## config.mk

```make
export PLATFORM = sky130hd
export DESIGN_NAME = csfd_scale
export DESIGN_NICKNAME = d
export VERILOG_FILES = /design/src/hdl/csfd_pkg.sv /design/src/hdl/csfd_scale.sv
export SDC_FILE = /design/constraint.sdc
export NUM_CORES = 1
export LEC_CHECK = 0
export BUFFER_PORTS_ARGS = -buffer_cell sky130_fd_sc_hd__buf_4
export CAP_MARGIN = 25
export CORE_UTILIZATION = 49
export DETAILED_ROUTE_END_ITERATION = 8
export PLACE_DENSITY = 0.79
export SYNTH_ARGS = -nofsm -noshare
export SYNTH_HDL_FRONTEND = slang
export SYNTH_SLANG_ARGS = --single-unit
```

## constraint.sdc

```tcl
create_clock -name clk_i -period 0.8 [get_ports clk_i]
set_input_delay 0.04 -clock clk_i [delete_from_list [all_inputs] [get_ports clk_i]]
set_output_delay 0.04 -clock clk_i [all_outputs]
set_load 0.01 [all_outputs]
```

## src/hdl/csfd_pkg.sv

```systemverilog
`timescale 1ns / 1ps
// Shared types and constants for the CAN signal field decoder.
// No dependencies; every other file of the block imports this package.
package csfd_pkg;

  // Fraction bits of the fixed-point factor and bias
  localparam int unsigned FRAC_BITS = 16;

  localparam int unsigned DATA_W  = 64;
  localparam int unsigned FACT_W  = 32;
  localparam int unsigned BIAS_W  = 48;
  localparam int unsigned SUM_W   = DATA_W + FACT_W + 1;

  // Register indexes of the configuration port
  typedef enum logic [2:0] {
    REG_BYTE_ORDER     = 3'd0,
    REG_ANCHOR_BIT     = 3'd1,
    REG_ANCHOR_BYTE    = 3'd2,
    REG_FIELD_LEN      = 3'd3,
    REG_FRAME_LEN      = 3'd4,
    REG_SIGN_FILL_MASK = 3'd5,
    REG_SCALE_FACTOR   = 3'd6,
    REG_OFFSET_BIAS    = 3'd7
  } reg_idx_e;

  // Byte order codes
  typedef enum logic {
    ORDER_INTEL    = 1'b0,
    ORDER_MOTOROLA = 1'b1
  } byte_order_e;

  // Configuration register set
  typedef struct packed {
    byte_order_e        byte_order;
    logic [5:0]         anchor_bit;
    logic [2:0]         anchor_byte;
    logic [6:0]         field_len;
    logic [3:0]         frame_len;
    logic [63:0]        sign_fill_mask;
    logic signed [31:0] scale_factor;
    logic signed [47:0] offset_bias;
  } cfg_t;

  // Pipeline stage control
  typedef struct packed {
    logic adv;    // all stages advance this cycle
    logic valid;  // word entering the stage is real
  } stage_ctl_t;

endpackage

```

## src/hdl/csfd_scale.sv

```systemverilog
`timescale 1ns / 1ps
// Bias add and saturation stage; holds the output word register.
// Depends on csfd_pkg for widths and the stage control struct.
module csfd_scale (
  input  logic                 clk_i,
  input  logic                 rst_ni,
  input  csfd_pkg::stage_ctl_t ctl_i,
  input  logic signed [47:0]   bias_i,
  input  logic [63:0]          raw_i,
  input  logic signed [64:0]   prod_lo_i,
  input  logic signed [63:0]   prod_hi_i,
  output logic                 valid_o,
  output logic [63:0]          raw_o,
  output logic [63:0]          phys_o,
  output logic                 sat_o
);
  import csfd_pkg::*;

  logic [SUM_W-1:0] sum;
  logic             fits;
  logic [63:0]      phys_d;
  logic             sat_d;
  logic [63:0]      phys_q;
  logic [63:0]      raw_q;
  logic             sat_q;
  logic             valid_q;

  // Exact sum of both partial products and the bias
  always_comb begin
    sum = {prod_hi_i[63], prod_hi_i, 32'b0}
        + {{(SUM_W - 65){prod_lo_i[64]}}, prod_lo_i}
        + {{(SUM_W - BIAS_W){bias_i[47]}}, bias_i};
  end

  // Clip to the signed 64-bit range
  always_comb begin
    fits = (&sum[SUM_W-1:63]) | ~(|sum[SUM_W-1:63]);
    if (fits) begin
      phys_d = sum[63:0];
      sat_d  = 1'b0;
    end else begin
      phys_d = sum[SUM_W-1] ? {1'b1, 63'b0} : {1'b0, {63{1'b1}}};
      sat_d  = 1'b1;
    end
  end

  always_ff @(posedge clk_i or negedge rst_ni) begin
    if (!rst_ni) begin
      valid_q <= 1'b0;
    end else if (ctl_i.adv) begin
      valid_q <= ctl_i.valid;
    end
  end

  always_ff @(posedge clk_i) begin
    if (ctl_i.adv) begin
      phys_q <= phys_d;
      sat_q  <= sat_d;
      raw_q  <= raw_i;
    end
  end

  assign valid_o = valid_q;
  assign raw_o   = raw_q;
  assign phys_o  = phys_q;
  assign sat_o   = sat_q;

endmodule

```

==> results of run 1 <==
## what timing repair did
item                                   in CTS
setup endpoints to repair                 195
pin swaps                                  54
hold buffers                               67
endpoints found under the hold margin      66
buffers inserted                           29
resized for setup                         239
cloned                                      7
## metal layers
| metal | track usage | GRT overflow |
|---|---|---|
| met1 | 0.8365 | 24 |
| met4 | 0.9332 | 158 |
| met3 | 0.7823 | 22 |
| met5 | 0.5391 | 2 |
| met2 | 1.003 | 203 |
## Yosys cell counts, drive strengths merged (3+ instances only)
master and n:
a211o 4, a211oi 7, a21boi 7, a21o 86
a21oi 170, a221oi 7, a311o 3, a31o 3
a31oi 14, and2 8, and3 9, and4 13
buf 19, clkbuf 62, edfxtp 129, fa 65
ha 127, inv 20, mux2 3, mux2i 4
nand2 166, nand2b 4, nand3 23, nand4 61
nor2 112, nor2b 9, nor3 30, nor3b 3
nor4 12, o211ai 10, o21a 9, o21ai 110
o21bai 17, o221ai 4, o31a 3, o31ai 13
o41ai 6, or2 6, or3 8, or4 5
xnor2 46, xor2 39
## logic make-up after synthesis
family	count (synthesis)	share of synthesized area
muxes	7	0.005448
adders and majority gates	192	0.2133
buffers and inverters	101	0.03537
AOI/OAI and AO/OA	492	0.2328
and+or+nand+nor	475	0.1704
xor gates and xnor gates	85	0.05495
DFF	130	0.2877
## through the flow
stage | instances | utilization | instance area, um^2
CTS | 2789 | 0.8644 | 23360
detailed placement | 2655 | 0.7623 | 20600
global placement | 2655 | 0.7623 | 20600
floorplan | 1482 | - | 13630
==> results.json, run 1 <==
{
  "outcome": "aborted with a tool error",
  "lastStage": "global routing",
  "error_line": "[ERROR GRT-0232] Routing congestion too high. Check the congestion heatmap in the GUI.",
  "synth_cells": 1482,
  "synth_area_um2": 13550,
  "grt_overflow": 409,
  "clockBufferDepth": 2,
  "grt_worst_setup_endpoint": "phys_o[59]$_DFFE_PP_/D",
  "yosys.area.top_type": "edfxtp_1",
  "synth_seq_cells": 130,
  "yosysWarnings": 0,
  "syn_avg_cell_area_um2": 9.143,
  "htreeDepth": 4,
  "cts.sinks": 130,
  "dp_slack_ps": -4264,
  "io_pins": 375,
  "endpoint_type": "register input",
  "portBuffers": 374,
  "cts_root_buffer": "clkbuf_16",
  "synth_cell_type_count": 85,
  "start_util": 0.5013,
  "grt_max_degree": 36,
  "finalWeightedCongestion": 0.9786,
  "postSynthNetCount": 1919,
  "synth_area_leaders": "edfxtp_1 29%, ha_1 12%, fa_1 9.6%",
  "synth_edf_count": 129,
  "synthArstFlopShare": 0.007692,
  "die_x_um": 168.3,
  "cts_buffers": 17,
  "synth_ff_type": "edfxtp_1",
  "ys_seq_area_frac": 0.2877,
  "hpwl_um": 47580,
  "yosysTopAreaCellShare": 0.2859,
  "grt.total_usage": 0.8757,
  "die_h_um": 168.3,
  "rows": 60
}
==> run 2: changes to the inputs <==
--- a/config.mk
+++ b/config.mk
@@ -7,9 +7,9 @@
 export LEC_CHECK = 0
 export BUFFER_PORTS_ARGS = -buffer_cell sky130_fd_sc_hd__buf_4
 export CAP_MARGIN = 25
-export CORE_UTILIZATION = 49
+export CORE_UTILIZATION = 40
 export DETAILED_ROUTE_END_ITERATION = 8
-export PLACE_DENSITY = 0.79
+export PLACE_DENSITY_LB_ADDON = 0.15
 export SYNTH_ARGS = -nofsm -noshare
 export SYNTH_HDL_FRONTEND = slang
 export SYNTH_SLANG_ARGS = --single-unit
==> constraint.sdc (replaced) <==
create_clock -name clk_i -period 1.05 [get_ports clk_i]
set_input_delay 0.0525 -clock clk_i [delete_from_list [all_inputs] [get_ports clk_i]]
set_output_delay 0.0525 -clock clk_i [all_outputs]
set_load 0.01 [all_outputs]
==> run 2 against run 1 <==
- synthesized area unchanged
- the flow now finishes, with violations (setup timing)
- synthesized cell count unchanged
==> results.json, run 2 <==
{
  "outcome": "finished, violations left",
  "violations": "setup timing",
  "finalWeightedCongestion": 0.9925,
  "hpwl_um": 44390,
  "synth_edf_count": 129,
  "dp_slack_ps": -4104,
  "fin_nets": 2892,
  "layout_worst_path_cycle_share": 4.061,
  "vias": 16056,
  "ant_nets": 0,
  "setup_ws_ps": -3214,
  "io_pins": 375,
  "drc": 0,
  "synth_seq_cells": 130,
  "viasPerCell": 5.504,
  "synth_area_leaders": "edfxtp_1 29%, ha_1 12%, fa_1 9.6%",
  "synth.most_common_cell": "a21oi_1",
  "wire_per_inst_um": 20.30,
  "htreeDepth": 4,
  "cts_root_buffer": "clkbuf_16",
  "cts_tree": "built",
  "synth_cells": 1482,
  "portBuffers": 374,
  "antenna_found_initial": 1,
  "max_cap_viol_count": 0,
  "synth_area_um2": 13550,
  "hp-class": "in -> reg",
  "yosysWarnings": 0,
  "cts_buffers": 17,
  "drt_iter0_markers": 1086,
  "grt_pass1_wl_um": 85790,
  "dr.pass1.iters": 5,
  "layout_commonest_cell": "buf_4",
  "switching_share": 0.3991,
  "total_switching_power_w": 0.01480,
  "slew_headroom": 0.5413,
  "end_kind": "flop",
  "crit_required_ps": 1360,
  "die_h_um": 186.0,
  "r2r-end": "valid_o",
  "synth_ff_type": "edfxtp_1",
  "startpoint_type": "input pin",
  "cts.sinks": 130,
  "yosysTopAreaCellShare": 0.2859,
  "die_x_um": 186.0,
  "rows": 67,
  "grt_max_degree": 39,
  "seqPwrFrac": 0.205,
  "final_max_slew_viol_count": 0,
  "clkPwrFrac": 0.157,
  "start_util": 0.4051,
  "setup_viol_count_final": 90,
  "pwr-share-comb": 0.638,
  "hold_end": "raw_o[55]",
  "arrival_ps": 4580,
  "rsz0062_at_grt": "yes",
  "synth_common_cells": "167 x a21oi_1, 165 x nand2_1, 129 x edfxtp_1",
  "period_needed_ps": 4264,
  "worstPathMaxFanout": 9,
  "synth_cell_type_count": 85,
  "grt_overflow": 0,
  "drive_above_1_share": 0.4846,
  "reg2reg_depth": 1,
  "ir_drop_mv": 1.194,
  "final_cell_mix": "859 x buf_4, 164 x nand2_1, 129 x a21oi_1, 129 x edfxtp_1, 99 x nor2_1",
  "leakagePower_nw": 10.89,
  "fmax_ghz": 0.2345,
  "clockBufferDepth": 2,
  "holdCritStartpoint": "ctl_i[1]",
  "power_density_nw_per_um2": 1532,
  "core_um2": 33450,
  "finClkSkew_ps": 0,
  "grt.total_usage": 0.3236,
  "path_class": "in -> reg",
  "drt_wl_total_um": 59210,
  "whs_path_depth": 2,
  "report.final.hold_viol_count": 0,
  "clock_latency_ps": 440,
  "area_growth_pct": 78.60,
  "synthArstFlopShare": 0.007692,
  "tightest_slew_ps": 677.3,
  "postSynthNetCount": 1919,
  "die-area_um2": 34610,
  "r2r_slack_ps": 290,
  "grt_pass1_vias": 15969,
  "syn_avg_cell_area_um2": 9.143,
  "clk_pin_slew_ps": 70,
  "ys_seq_area_frac": 0.2877,
  "p_int_w": 0.02228,
  "holdWs_ps": 46.49,
  "yosys.area.top_type": "edfxtp_1",
  "r2r_start": "valid_o"
}
run 2: worst max-delay path by stage:
stage	start	endpoint	slack (ps)	depth (start not counted)
2_1_floorplan	prod_hi_i[0]	phys_o[3]	-3330	19
3_3_place_gp	bias_i[47]	phys_o[57]	-4050	19
3_5_place_dp	bias_i[47]	phys_o[45]	-4100	19
4_1_cts	bias_i[1]	phys_o[59]	-3230	20
5_1_grt	bias_i[47]	phys_o[48]	-3360	21
6_report	bias_i[40]	phys_o[39]	-3210	19
run 2: critical path, stage by stage:
cell	delay, ps
buf_4	120
fa_1	500
ha_1	410
a21oi_1	270
o21ai_1	170
a21oi_1	220
nand2_1	140
o21ai_0	390
o31a_1	210
buf_6	130
o21ai_2	60
xor2_1	230
nand3_1	100
or4_1	500
or4_4	480
nand2_8	110
buf_12	160
clkbuf_16	180
a21o_1	110
run 2: area by class of cell:
cell class	count	area (um^2)
clock inverter	15	142.6
antenna	1	2.502
inverter	20	82.58
multi-input combinational	1251	10350
clock buffer	17	425.4
timing repair buffer	1035	8740
sequential	130	3899
tap	448	560.5
fill	2509	9249
run 2: power by group through the flow:
stage,clock network (W),logic (W),registers (W)
6_report,0.00582,0.0237,0.00759
5_1_grt,0.00612,0.0253,0.00766
4_1_cts,0.00582,0.0219,0.00752
3_5_place_dp,0,0.0203,0.00760
3_3_place_gp,0,0.0201,0.00756
2_1_floorplan,0,0.00922,0.00802
run 2: cells by family (layout without fill, tap and decap cells):
kind of cell             Yosys count  in the layout  share of synthesized area
XOR/XNOR                          85             85                    0.05495
multiplexers                       7              7                   0.005448
adder cells (fa/ha/maj)          192            192                     0.2133
other                              0              1                          0
buffers and inverters            101           1087                    0.03537
flip-flops                       130            130                     0.2877
AO/OA/AOI/OAI                    492            492                     0.2328
AND/OR/NAND/NOR                  475            475                     0.1704
run 2: stage by stage:
| step | std cells | setup TNS, ps | cell area [um^2] | power [W] | util |
|---|---|---|---|---|---|
| 2_1_floorplan | 1482 | -207430 | 13630 | 0.01724 | - |
| 3_3_place_gp | 2766 | -259130 | 20800 | 0.02765 | 0.6218 |
| 3_5_place_dp | 2766 | -261810 | 20800 | 0.02787 | 0.6218 |
| 4_1_cts | 2893 | -206020 | 23160 | 0.03520 | 0.6923 |
| 5_1_grt | 2917 | -214360 | 24200 | 0.03904 | 0.7235 |
| 6_report | 2917 | -204700 | 24200 | 0.03707 | 0.7235 |
run 2: routing by layer:
metal,routed length (um),up-vias,part of all wire,track usage
met2,29530,635,0.50,0.5719
li1,-,7515,-,-
met1,23630,7740,0.40,0.3907
met4,2560,0,0.043,0.1334
met5,0,-,0,0
met3,3495,166,0.059,0.04813
run 2: repair_timing:
item | CTS | global route
setup buffers | 20 | 19
hold endpoints to repair | 67 | 0
pin swaps | 55 | 48
resized for setup | 150 | 172
hold buffers | 68 | 0
endpoints found under the setup margin | 82 | 127
cloned | 8 | 4
Note: power is estimated with default switching activity, not from simulation.
